[src/rlpf_pkg.sv]
// Shared types, widths and tables of the resonant low-pass filter.
package rlpf_pkg;

  localparam int SampleW   = 20;
  localparam int CutoffW   = 13;
  localparam int ExpW      = 4;
  localparam int MantW     = 10;
  localparam int SelW      = 5;
  localparam int CfgDataW  = 5;
  localparam int ResW      = 13;
  localparam int ResMagW   = 12;
  localparam int TaW       = 40;
  localparam int F0W       = 30;
  localparam int FW        = 31;
  localparam int CoefW     = 33;
  localparam int FracW     = 30;
  localparam int SumW      = 54;
  localparam int CoefSteps = 12;
  localparam int MacSteps  = 20;
  localparam int CntW      = 5;

  // Register indexes of the configuration port
  localparam logic CfgResonance = 1'b0;
  localparam logic CfgBypass    = 1'b1;

  localparam logic signed [CoefW-1:0] Q31 = 33'sh0_8000_0000;
  localparam logic signed [CoefW-1:0] Q30 = 33'sh0_4000_0000;
  // 2^19 * (a + b - c), removed after the multipliers are offset to unsigned
  localparam logic [SumW-1:0] DcOffset = 54'h2_0000_0000_0000;

  localparam logic [SampleW-1:0] SampleMax = 20'h7FFFF;
  localparam logic [SampleW-1:0] SampleMin = 20'h80000;

  typedef enum logic [2:0] {
    ST_IDLE,
    ST_COEF,
    ST_FSUM,
    ST_COMB,
    ST_MAC,
    ST_SUM,
    ST_DONE
  } state_t;

  // Resonance correction, Q12 relative to the cutoff term
  function automatic logic signed [ResW-1:0] res_correction(input logic [SelW-1:0] sel);
    logic signed [ResW-1:0] res;
    case (sel)
      5'd0:    res = 13'sd2048;
      5'd1:    res = 13'sd1536;
      5'd2:    res = 13'sd1024;
      5'd3:    res = 13'sd512;
      5'd4:    res = 13'sd0;
      5'd5:    res = -13'sd256;
      5'd6:    res = -13'sd512;
      5'd7:    res = -13'sd768;
      5'd8:    res = -13'sd1024;
      5'd9:    res = -13'sd1280;
      5'd10:   res = -13'sd1536;
      5'd11:   res = -13'sd1792;
      5'd12:   res = -13'sd2048;
      5'd13:   res = -13'sd2176;
      5'd14:   res = -13'sd2304;
      5'd15:   res = -13'sd2432;
      5'd16:   res = -13'sd2560;
      5'd17:   res = -13'sd2688;
      5'd18:   res = -13'sd2816;
      5'd19:   res = -13'sd2944;
      5'd20:   res = -13'sd3072;
      5'd21:   res = -13'sd3136;
      5'd22:   res = -13'sd3200;
      5'd23:   res = -13'sd3264;
      5'd24:   res = -13'sd3328;
      5'd25:   res = -13'sd3392;
      5'd26:   res = -13'sd3456;
      5'd27:   res = -13'sd3520;
      5'd28:   res = -13'sd3584;
      5'd29:   res = -13'sd3648;
      5'd30:   res = -13'sd3712;
      default: res = -13'sd3776;
    endcase
    return res;
  endfunction

endpackage

[src/resonant_lowpass_filter.sv]
// Resonant second-order low-pass filter with bit-serial coefficient and tap arithmetic.
//
//   channel  | signals                                   | role
//   ---------+-------------------------------------------+--------------------------
//   cfg      | cfg_we, cfg_index, cfg_data               | register write, no wait
//   in       | in_valid, in_ready, sample_in, cutoff     | sample request
//   out      | out_valid, out_ready, sample_out          | filtered sample request
//
// A filtered sample passes from acceptance to the next acceptance through 12 steps of
// the bit-serial coefficient multipliers, the coefficient add states FSUM and COMB, 20
// steps of the bit-serial tap accumulator, the sum state, the result state and the idle
// state that takes the next request.
// With bypass set a request is passed straight to the output register.
// Synchronous reset clears the filter state, sets bypass and leaves the block idle.
// A stalled output holds the finished result; the next request is taken meanwhile
// and waits in its result state until the output register frees up.
module resonant_lowpass_filter (
  input  logic                                 clk,
  input  logic                                 rst,
  input  logic                                 cfg_we,
  input  logic                                 cfg_index,
  input  logic [rlpf_pkg::CfgDataW-1:0]        cfg_data,
  input  logic                                 in_valid,
  output logic                                 in_ready,
  input  logic signed [rlpf_pkg::SampleW-1:0]  sample_in,
  input  logic [rlpf_pkg::CutoffW-1:0]         cutoff,
  output logic                                 out_valid,
  input  logic                                 out_ready,
  output logic signed [rlpf_pkg::SampleW-1:0]  sample_out
);

  rlpf_pkg::state_t state, state_next;

  logic [rlpf_pkg::SelW-1:0]           resonance_select;
  logic                                bypass;
  logic signed [rlpf_pkg::SampleW-1:0] previous_output;
  logic signed [rlpf_pkg::SampleW-1:0] older_output;
  // Remainder magnitude: the carried fraction is the negation of this
  logic [rlpf_pkg::FracW-1:0]          fraction_carry;
  logic [rlpf_pkg::CntW-1:0]           cnt;

  logic                                accept;
  logic                                out_free;
  logic                                done_load;
  logic                                bypass_load;

  // Decode of the incoming request
  logic [rlpf_pkg::ExpW-1:0]           expo;
  logic [rlpf_pkg::MantW-1:0]          mant;
  logic [rlpf_pkg::MantW-1:0]          mant_m1;
  logic [rlpf_pkg::TaW-1:0]            ta_init;
  logic [rlpf_pkg::F0W-1:0]            f0_init;
  logic signed [rlpf_pkg::ResW-1:0]    res_val;
  logic [rlpf_pkg::ResW-1:0]           res_abs;

  // Held request and coefficient multipliers
  logic signed [rlpf_pkg::SampleW-1:0] x_hold;
  logic                                exp_zero;
  logic                                res_neg;
  logic [rlpf_pkg::TaW-1:0]            ta;
  logic [rlpf_pkg::TaW-1:0]            acc_a;
  logic [rlpf_pkg::ResMagW-1:0]        lo_a;
  logic [rlpf_pkg::F0W-1:0]            f0;
  logic [rlpf_pkg::F0W-1:0]            acc_r;
  logic [rlpf_pkg::ResMagW-1:0]        lo_r;
  logic [rlpf_pkg::TaW:0]              sum_a;
  logic [rlpf_pkg::F0W:0]              sum_r;

  logic [rlpf_pkg::FW-1:0]             f;
  logic signed [rlpf_pkg::CoefW-1:0]   a33;
  logic signed [rlpf_pkg::CoefW-1:0]   f33;
  logic signed [rlpf_pkg::CoefW-1:0]   na;
  logic signed [rlpf_pkg::CoefW-1:0]   am;

  // Tap multiplicands: the sums of a, b and -c that one multiplier bit column selects; all three is Q30
  logic signed [rlpf_pkg::CoefW-1:0]   mc_a, mc_b, mc_nc, mc_ab, mc_an, mc_bn;
  logic signed [rlpf_pkg::CoefW-1:0]   term;
  logic signed [rlpf_pkg::CoefW-1:0]   mac_hi;
  logic [rlpf_pkg::CoefW:0]            mac_sum;
  logic [rlpf_pkg::SampleW-1:0]        mac_lo;
  logic [rlpf_pkg::SampleW-1:0]        y1_sh;
  logic [rlpf_pkg::SampleW-1:0]        y2_sh;

  logic [rlpf_pkg::FracW-1:0]          frac_use;
  logic [rlpf_pkg::SumW-1:0]           s_acc;
  logic [rlpf_pkg::SumW-rlpf_pkg::FracW-1:0] w;
  logic [rlpf_pkg::SampleW-1:0]        y_sat;

  // ---------------------------------------------------------------- control

  always_comb begin
    state_next = state;
    case (state)
      rlpf_pkg::ST_IDLE: if (accept && !bypass) state_next = rlpf_pkg::ST_COEF;
      rlpf_pkg::ST_COEF: if (cnt == '0) state_next = rlpf_pkg::ST_FSUM;
      rlpf_pkg::ST_FSUM: state_next = rlpf_pkg::ST_COMB;
      rlpf_pkg::ST_COMB: state_next = rlpf_pkg::ST_MAC;
      rlpf_pkg::ST_MAC:  if (cnt == '0) state_next = rlpf_pkg::ST_SUM;
      rlpf_pkg::ST_SUM:  state_next = rlpf_pkg::ST_DONE;
      rlpf_pkg::ST_DONE: if (out_free) state_next = rlpf_pkg::ST_IDLE;
      default:           state_next = rlpf_pkg::ST_IDLE;
    endcase
  end

  assign out_free    = !out_valid || out_ready;
  assign accept      = in_valid && in_ready;
  assign bypass_load = accept && bypass;

  always_comb begin
    in_ready  = 1'b0;
    done_load = 1'b0;
    case (state)
      rlpf_pkg::ST_IDLE: in_ready  = !bypass || out_free;
      rlpf_pkg::ST_DONE: done_load = out_free;
      default: begin
        in_ready  = 1'b0;
        done_load = 1'b0;
      end
    endcase
  end

  always_ff @(posedge clk) begin
    if (rst) begin
      state            <= rlpf_pkg::ST_IDLE;
      cnt              <= '0;
      out_valid        <= 1'b0;
      resonance_select <= '0;
      bypass           <= 1'b1;
      previous_output  <= '0;
      older_output     <= '0;
      fraction_carry   <= '0;
    end else begin
      state <= state_next;

      if (accept) begin
        cnt <= rlpf_pkg::CntW'(rlpf_pkg::CoefSteps - 1);
      end else if (state == rlpf_pkg::ST_COMB) begin
        cnt <= rlpf_pkg::CntW'(rlpf_pkg::MacSteps - 1);
      end else if (state == rlpf_pkg::ST_COEF || state == rlpf_pkg::ST_MAC) begin
        cnt <= cnt - 1'b1;
      end

      if (bypass_load || done_load) begin
        out_valid <= 1'b1;
      end else if (out_ready) begin
        out_valid <= 1'b0;
      end

      if (cfg_we) begin
        case (cfg_index)
          rlpf_pkg::CfgResonance: resonance_select <= cfg_data[rlpf_pkg::SelW-1:0];
          rlpf_pkg::CfgBypass:    bypass           <= cfg_data[0];
          default: ;
        endcase
      end

      if (done_load) begin
        older_output    <= previous_output;
        previous_output <= y_sat;
        fraction_carry  <= s_acc[rlpf_pkg::FracW-1:0];
      end
    end
  end

  // ---------------------------------------------------------------- request decode

  always_comb begin
    expo    = cutoff[rlpf_pkg::CutoffW-1 -: rlpf_pkg::ExpW];
    mant    = {1'b1, cutoff[rlpf_pkg::MantW-2:0]};
    mant_m1 = mant - 1'b1;
    ta_init = {mant, {(rlpf_pkg::TaW - rlpf_pkg::MantW){1'b0}}} >> {4'd15 - expo, 1'b0};
    f0_init = {{(rlpf_pkg::F0W - rlpf_pkg::MantW - 5){1'b0}}, mant, 5'd0} << expo;
    res_val = rlpf_pkg::res_correction(resonance_select);
    res_abs = res_val[rlpf_pkg::ResW-1] ? rlpf_pkg::ResW'(-res_val) : res_val;
  end

  // ---------------------------------------------------------------- datapath

  assign sum_a = {1'b0, acc_a} + (lo_a[0] ? {1'b0, ta} : '0);
  assign sum_r = {1'b0, acc_r} + (lo_r[0] ? {1'b0, f0} : '0);

  // a = (ta * k) >> 17 sits in bits 34..5 of the high half
  assign a33 = $signed({3'b000, acc_a[34:5]});
  assign f33 = $signed({2'b00, f});

  always_comb begin
    case ({mac_lo[0], y1_sh[0], y2_sh[0]})
      3'b100:  term = mc_a;
      3'b010:  term = mc_b;
      3'b001:  term = mc_nc;
      3'b110:  term = mc_ab;
      3'b101:  term = mc_an;
      3'b011:  term = mc_bn;
      3'b111:  term = rlpf_pkg::Q30;
      default: term = '0;
    endcase
  end

  assign mac_sum  = {mac_hi[rlpf_pkg::CoefW-1], mac_hi} + {term[rlpf_pkg::CoefW-1], term};
  assign frac_use = exp_zero ? '0 : fraction_carry;

  assign w = s_acc[rlpf_pkg::SumW-1:rlpf_pkg::FracW];

  always_comb begin
    // Clamp unless the top bits of the quotient are all sign
    if (&w[rlpf_pkg::SumW-rlpf_pkg::FracW-1:rlpf_pkg::SampleW-1] ||
        ~|w[rlpf_pkg::SumW-rlpf_pkg::FracW-1:rlpf_pkg::SampleW-1]) begin
      y_sat = w[rlpf_pkg::SampleW-1:0];
    end else if (w[rlpf_pkg::SumW-rlpf_pkg::FracW-1]) begin
      y_sat = rlpf_pkg::SampleMin;
    end else begin
      y_sat = rlpf_pkg::SampleMax;
    end
  end

  always_ff @(posedge clk) begin
    if (accept) begin
      x_hold   <= sample_in;
      exp_zero <= (expo == '0);
      res_neg  <= res_val[rlpf_pkg::ResW-1];
      ta       <= ta_init;
      f0       <= f0_init;
      acc_a    <= '0;
      acc_r    <= '0;
      lo_a     <= {{(rlpf_pkg::ResMagW - 7){1'b0}}, mant_m1[rlpf_pkg::MantW-1:3]};
      lo_r     <= res_abs[rlpf_pkg::ResMagW-1:0];
    end

    // Shift-add one multiplier bit per cycle; product bits move into the low half
    if (state == rlpf_pkg::ST_COEF) begin
      acc_a <= sum_a[rlpf_pkg::TaW:1];
      lo_a  <= {sum_a[0], lo_a[rlpf_pkg::ResMagW-1:1]};
      acc_r <= sum_r[rlpf_pkg::F0W:1];
      lo_r  <= {sum_r[0], lo_r[rlpf_pkg::ResMagW-1:1]};
    end

    if (state == rlpf_pkg::ST_FSUM) begin
      f  <= res_neg ? {1'b0, f0} - {1'b0, acc_r} : {1'b0, f0} + {1'b0, acc_r};
      na <= rlpf_pkg::Q31 - a33;
      am <= a33 - rlpf_pkg::Q30;
    end

    if (state == rlpf_pkg::ST_COMB) begin
      mc_a   <= a33;
      mc_b   <= na - f33;
      mc_nc  <= f33 - rlpf_pkg::Q30;
      mc_ab  <= rlpf_pkg::Q31 - f33;
      mc_an  <= f33 + am;
      mc_bn  <= na - rlpf_pkg::Q30;
      mac_hi <= '0;
      // Flip the sign bits: each multiplier becomes its value plus 2^19
      mac_lo <= {~x_hold[rlpf_pkg::SampleW-1], x_hold[rlpf_pkg::SampleW-2:0]};
      y1_sh  <= {~previous_output[rlpf_pkg::SampleW-1],
                 previous_output[rlpf_pkg::SampleW-2:0]};
      y2_sh  <= {~older_output[rlpf_pkg::SampleW-1], older_output[rlpf_pkg::SampleW-2:0]};
    end

    if (state == rlpf_pkg::ST_MAC) begin
      mac_hi <= mac_sum[rlpf_pkg::CoefW:1];
      mac_lo <= {mac_sum[0], mac_lo[rlpf_pkg::SampleW-1:1]};
      y1_sh  <= y1_sh >> 1;
      y2_sh  <= y2_sh >> 1;
    end

    if (state == rlpf_pkg::ST_SUM) begin
      s_acc <= {mac_hi[rlpf_pkg::CoefW-1], mac_hi, mac_lo}
             + {{(rlpf_pkg::SumW - rlpf_pkg::FracW){1'b0}}, frac_use}
             - rlpf_pkg::DcOffset;
    end

    if (bypass_load) begin
      sample_out <= sample_in;
    end else if (done_load) begin
      sample_out <= y_sat;
    end
  end

  // ---------------------------------------------------------------- assertions

  a_filtered_result_ready: assert property (@(posedge clk) disable iff (rst)
    (in_valid && in_ready && !bypass) |-> ##37 out_valid)
    else $error("filtered result not presented in time");

  a_result_matches_state: assert property (@(posedge clk) disable iff (rst)
    (state == rlpf_pkg::ST_DONE && out_free) |=>
      (out_valid && sample_out == previous_output))
    else $error("output and stored previous output disagree");

  a_bypass_holds_state: assert property (@(posedge clk) disable iff (rst)
    (in_valid && in_ready && bypass) |=>
      (out_valid && sample_out == $past(sample_in) && $stable(previous_output)
       && $stable(fraction_carry)))
    else $error("bypass request altered filter state or output");

endmodule

[config.mk]
export PLATFORM = sky130hd
export DESIGN_NAME = resonant_lowpass_filter
export DESIGN_NICKNAME = d
export VERILOG_FILES = /design/src/rlpf_pkg.sv /design/src/resonant_lowpass_filter.sv
export SDC_FILE = /design/constraint.sdc
export NUM_CORES = 2
export LEC_CHECK = 0
export ABC_AREA = 1
export ABC_CLOCK_PERIOD_IN_PS = 15500
export BUFFER_PORTS_ARGS = -buffer_cell sky130_fd_sc_hd__buf_2
export CAP_MARGIN = 20
export CORE_MARGIN = 4
export CORE_UTILIZATION = 64
export CTS_CLUSTER_DIAMETER = 100
export DETAILED_ROUTE_END_ITERATION = 8
export PLACE_DENSITY = 0.83
export SLEW_MARGIN = 20
export SYNTH_ARGS = -nofsm -noshare
export SYNTH_HDL_FRONTEND = slang
export SYNTH_SLANG_ARGS = --single-unit
export TNS_END_PERCENT = 1
[constraint.sdc]
create_clock -name clk -period 15.5 [get_ports clk]
set_input_delay 3.1 -clock clk [delete_from_list [all_inputs] [get_ports clk]]
set_output_delay 3.1 -clock clk [all_outputs]
set_load 0.02 [all_outputs]
# Word level (Yosys, flattened, before mapping)
# Memories as Yosys holds them, arrays and structs flattened. A register that Yosys moved wholly into a read port is not among the register bits.
# Index checks and enable logic that the tools add are counted.
[word_totals]
latchBits = 0
in_bits = 44
rom_bits = 224
register_bits = 730
n_memories = 1
ram_bits = 0
out_inout_bits = 22
[memory_table]
columns = ["name", "depth", "width", "read_ports", "rd_ports_with_merged_regs", "wr", "line_no", "rtl"]
rows = [
  ["(name not given)", 32, 7, 1, 1, 0, "rlpf_pkg.sv:47", "case (sel)"],
]
[classes]
n_addsub = 18
n_shift = 2
n_reduce_logical = 27
n_div = 0
magnitude_cmp = 0
mul = 0
n_eq_ne = 17
n_mux = 40
bitwise_logic = 4
[ops]
columns = ["operator", "count"]
rows = [
  ["case mux 33 bit (7 select lines)", 1],
  ["two-way mux 20 bit", 6],
  ["two-way mux 30 bit", 4],
  ["two-way mux 40 bit", 3],
  ["two-way mux 19 bit", 4],
  ["two-way mux 33 bit", 2],
  ["adder 30 x 30 -> 31 bit", 2],
  ["two-way mux 12 bit", 5],
  ["adder 53 x 31 -> 54 bit", 1],
  ["subtractor 54 x 50 -> 54 bit (second input constant)", 1],
  ["adder 40 x 40 -> 41 bit", 1],
  ["right shift 40 x 5 -> 40 bit", 1],
  ["adder 33 x 33 -> 34 bit", 1],
  ["adder 32 x 33 -> 33 bit", 1],
  ["subtractor 32 x 30 -> 33 bit (first input constant)", 1],
  ["subtractor 32 x 31 -> 33 bit (first input constant)", 1],
  ["subtractor 33 x 32 -> 33 bit", 1],
  ["subtractor 33 x 32 -> 33 bit (second input constant)", 1],
  ["subtractor 30 x 31 -> 32 bit (second input constant)", 1],
  ["subtractor 31 x 31 -> 32 bit (second input constant)", 1],
  ["two-way mux 31 bit", 1],
  ["subtractor 30 x 30 -> 31 bit", 1],
  ["<< shifter 15 x 4 -> 30 bit", 1],
  ["equality test 3 bit (second input constant)", 7],
  ["other kinds (27)", 59],
]

# Longest topological paths before layout
[depth]
depth_word = 8
depth_mapped = 20

# Worst setup path after synthesis
# OpenSTA, ideal clock, no wires.
[synth_path]
path_type = "flip-flop to flip-flop"
startpoint = "reg state[1]"
endpoint = "reg mac_hi[0] (netlist bit), enable pin"
path_buffers = 0
path_slack_ns = 3.656
arrival_ns = 11.391
setup_ns = 0.452
stages_incl_launch_ff = 5
cell_sequence = "dfxtp_1 nand2_1 nor2_1 inv_1 nand2_1"
[synth_between]
elab_chain_len = 2
word_cells_on_any_way = 3
cone_classes = "2 x eq/ne; 1 x reduce/logical"
[synth_rtl]
columns = ["item", "line_no", "rtl"]
rows = [
  ["start, declared", "resonant_lowpass_filter.sv:32", "rlpf_pkg::state_t state, state_next;"],
  ["start signal, assigned", "resonant_lowpass_filter.sv:124", "state <= rlpf_pkg::ST_IDLE;"],
  ["start signal, assigned", "resonant_lowpass_filter.sv:133", "state <= state_next;"],
  ["equality test 3 x 2 -> 1 bit or equality test 3 bit (tied branches)", "resonant_lowpass_filter.sv:243, resonant_lowpass_filter.sv:258", ""],
  ["nonzero test 2 bit (no source line) *", "--", ""],
  ["end signal, assigned", "resonant_lowpass_filter.sv:259", "mac_hi <= mac_sum[rlpf_pkg::CoefW:1];"],
  ["end, declared", "resonant_lowpass_filter.sv:78", "logic signed [rlpf_pkg::CoefW-1:0] mac_hi;"],
]
# Mark *: on every way between the ends. The rest lies on a longest branch, timed or not.
# A chain may end at the register's enable or synchronous reset.

# Worst setup path in the final report
[layout_path]
startpoint = "in out_ready"
endpoint = "out in_ready"
[layout_between]
elab_chain_len = 3
[layout_rtl]
columns = ["item", "line_no", "rtl"]
rows = [
  ["start, declared", "resonant_lowpass_filter.sv:28", "input logic out_ready,"],
  ["logical OR 1 bit", "resonant_lowpass_filter.sv:105", "assign out_free = !out_valid || out_ready;"],
  ["logical OR 1 bit", "resonant_lowpass_filter.sv:113", "rlpf_pkg::ST_IDLE: in_ready = !bypass || out_free;"],
  ["two-way mux 1 bit", "resonant_lowpass_filter.sv:112", "case (state)"],
  ["end, declared", "resonant_lowpass_filter.sv:24", "output logic in_ready,"],
]
# No other way between the ends.

==> flow_summary_export.csv <==
group,metric,value,unit
place,portBuffers,65,
logic_synthesis,avgSynthCellArea,8.191,um2
drt,wl_per_cell,20.05,um
cts,cts-htree-levels,3,
cts,cts_sinks,720,
power_and_ir_drop,power_leakage,20.80,nW
min_path,hold-path-endpoint,"y2_sh[19]",
cts,clockBufferDepth,3,
worst_setup_path,r2r_cells,16,
power_and_ir_drop,power_frac_clock,0.212,
logic_synthesis,ys_async_sr_fraction,0,
global_routing,grt_pass1_vias,35790,
drt,via_per_inst,5.965,
logic_synthesis,synth_enable_flop_cells,626,
logic_synthesis,synth_most_common_cell,"nand2_1",
global_routing,grt_start_max_net_pins,104,
cts,path_clk_slew,60,ps
die,die_area,73030,um2
place,dp.final_hpwl,95640,um
cts,post_cts.repair.setup_buffers,0,
worst_setup_path,crit_arrival,3710,ps
finish,syn2layout_area_growth,8.938,%
worst_setup_path,timing.rr.end,"mac_hi[31]",
die,rows,95,
power_and_ir_drop,switching_share,0.4348,
sta,tightest_slew,1083,ps
min_path,worstHoldStart,"older_output[19]",
drt,drt_iter0_drc,4447,
cts,cts-resized-gates,0,
power_and_ir_drop,power_density,190.3,nW/um2
worst_setup_path,critPathLaunchType,"input port",
worst_setup_path,crit_fanout,4,
sta,finalHoldViolCount,0,
sta,fmax,146.7,MHz
logic_synthesis,syn_nets,5647,
logic_synthesis,synthCells,5373,
place,gp_congestion,0.9943,
worst_setup_path,crit_required,12400,ps
finish,fin_nets,5710,
logic_synthesis,synth_top_area_frac,0.4271,
die,io_pins,66,
power_and_ir_drop,cell_internal_pwr,5.156,mW
sta,hold_ws,425.4,ps
logic_synthesis,yosysTopAreaCell,"edfxtp_1",
cts,clock_latency,650,ps
global_routing,grt_use_total,0.3400,
power_and_ir_drop,vdd_drop_max,0.1358,mV
global_routing,grt_remaining_overflow,0,
logic_synthesis,ys_warn_count,0,
run_status,outcome,"finished clean",
logic_synthesis,ys_top_cells_by_count,"nand2_1, inv_1, edfxtp_1",
global_routing,grt_pass1_wl,196100,um
sta,fin_tns_setup,0,ps
power_and_ir_drop,p_comb_frac,0.433,
sta,rsz0062_at_grt,"false",
die,coreArea,67630,um2
die,die_h,270.2,um
worst_setup_path,reg2reg_slack,11080,ps
cts,cts_buffers,78,
finish,fillers,5284,
drt,post-route-drc-count,0,
worst_setup_path,critPathCaptureType,"primary output",
drt,drt_pass1_iterations,6,
cts,cts_hold_buf,0,
min_path,hp-class,"reg -> reg",
job,cap_violations,0,
sta,fin_skew,38.53,ps
drt,vias,38030,
finish,drive_above_1_share,0.06035,
global_routing,antenna_found_initial,1,
die,chipWidth,270.2,um
logic_synthesis,ys_seq_area_frac,0.4699,
die,initial_core_util,0.6507,
logic_synthesis,synth_area,44010,um2
sta,min_period_over_period,0.4396,
logic_synthesis,synth-seq-cells,720,
power_and_ir_drop,seqPwrFrac,0.355,
drt,totalWireLength,127800,um
power_and_ir_drop,p_sw,3.966,mW
min_path,holdPathStages,1,
sta,slew_headroom,0.2783,
drt,antenna_left,0,
worst_setup_path,path_class,"in -> out",
logic_synthesis,synthTopCellsByArea,"edfxtp_1, nand2_1, ha_1",
finish,fin_util,0.7089,
sta,period_needed,6814,ps
sta,slew_viol_final,0,
logic_synthesis,ys_types,63,
sta,setup_viol,0,
logic_synthesis,synthFlopType,"edfxtp_1",
cts,clockRootBuffer,"clkbuf_16",
worst_setup_path,r2r_start,"y2_sh[0]",
cts,cts_tree,"built",
metrics by stage:
stage | cell area, um2 | power (mW) | setup WS [ps] | cells
3_5_place_dp | 45220 | 7.097 | 8694 | 6228
5_1_grt | 47940 | 9.689 | 8639 | 6374
3_3_place_gp | 45220 | 7.018 | 8722 | 6228
6_report | 47940 | 9.122 | 8686 | 6375
4_1_cts | 47910 | 9.051 | 8694 | 6373
2_1_floorplan | 44010 | 5.950 | 3656 | 5373
layout make-up:
type	instances	area, um2	share of cell area
Tap cell	873	1092	0.02278
Sequential cell	720	20680	0.4313
Timing Repair Buffer	87	501.7	0.01046
Clock inverter	44	570.5	0.01190
Antenna cell	1	2.502	0.00005219
Clock buffer	101	2120	0.04421
Inverter	680	2554	0.05326
Multi-Input combinational cell	3869	20420	0.4260
how the worst max path moves through the flow:
stage / to / start / cells past startpoint
2_1_floorplan: mac_hi[0] / state[1] / 4
3_3_place_gp: in_ready / out_ready / 4
3_5_place_dp: in_ready / out_ready / 4
4_1_cts: in_ready / out_ready / 4
5_1_grt: in_ready / out_ready / 4
6_report: in_ready / out_ready / 4
sequential cells by signal, indices dropped and copies added, names as in the netlist, 20 cells and up:
signal           cells
mc_an               33
acc_r               30
mac_hi              33
s_acc               54
y1_sh               20
fraction_carry      30
f0                  23
previous_output     20
ta                  40
mc_nc               31
mc_bn               33
mc_a                30
am                  29
y2_sh               20
x_hold              20
na                  32
mc_ab               31
mac_lo              20
sample_out          20
mc_b                32
acc_a               40
older_output        20
f                   31
placed cells by master (no fill, tap or decap), types with 23 or more instances in the layout:
| cell | count |
|---|---|
| dfxtp_1 | 94 |
| nor3_1 | 80 |
| edfxtp_1 | 626 |
| a21oi_1 | 442 |
| nor2_1 | 622 |
| nand4_1 | 62 |
| nand2_1 | 1342 |
| o21a_1 | 23 |
| o21ai_0 | 357 |
| inv_1 | 667 |
| a21o_1 | 27 |
| ha_1 | 224 |
| clkbuf_16 | 79 |
| xnor2_1 | 41 |
| xor2_1 | 135 |
| o21bai_1 | 34 |
| nand3_1 | 216 |
| buf_2 | 65 |
worst max-delay path, cell delays in order:
cell and delay [ps]:
buf_2 100, nor2_2 240, a21oi_2 100, buf_2 170
power by group through the flow:
stage	Combinational, mW	Clock (mW)	Sequential, mW
final	3.95	1.94	3.24
after global routing	4.39	2.04	3.27
after CTS	3.87	1.95	3.23
after detailed placement	3.83	0	3.26
after global placement	3.77	0	3.25
after floorplan	2.85	0	3.10
per-layer routing:
metal  GRT usage  vias to the layer above  routed length, um
li1            -                    18180                  -
met1      0.4467                    17600              50560
met2      0.5663                     1895              59610
met3     0.04912                      351              11130
met4      0.1484                        2               6514
met5           0                        -                 13
cells by family (layout without fill, tap and decap cells):
logic type,count (synthesis),after routing,share of synthesized area
AO/OA/AOI/OAI,989,989,0.1231
flip-flops,720,720,0.4699
buffers and inverters,784,912,0.06803
AND/OR/NAND/NOR,2454,2454,0.2325
other,0,1,0
adder cells (fa/ha/maj),230,230,0.06641
multiplexers,20,20,0.005089
XOR/XNOR,176,176,0.03502
No activity file was read; power rests on OpenSTA's default activity.
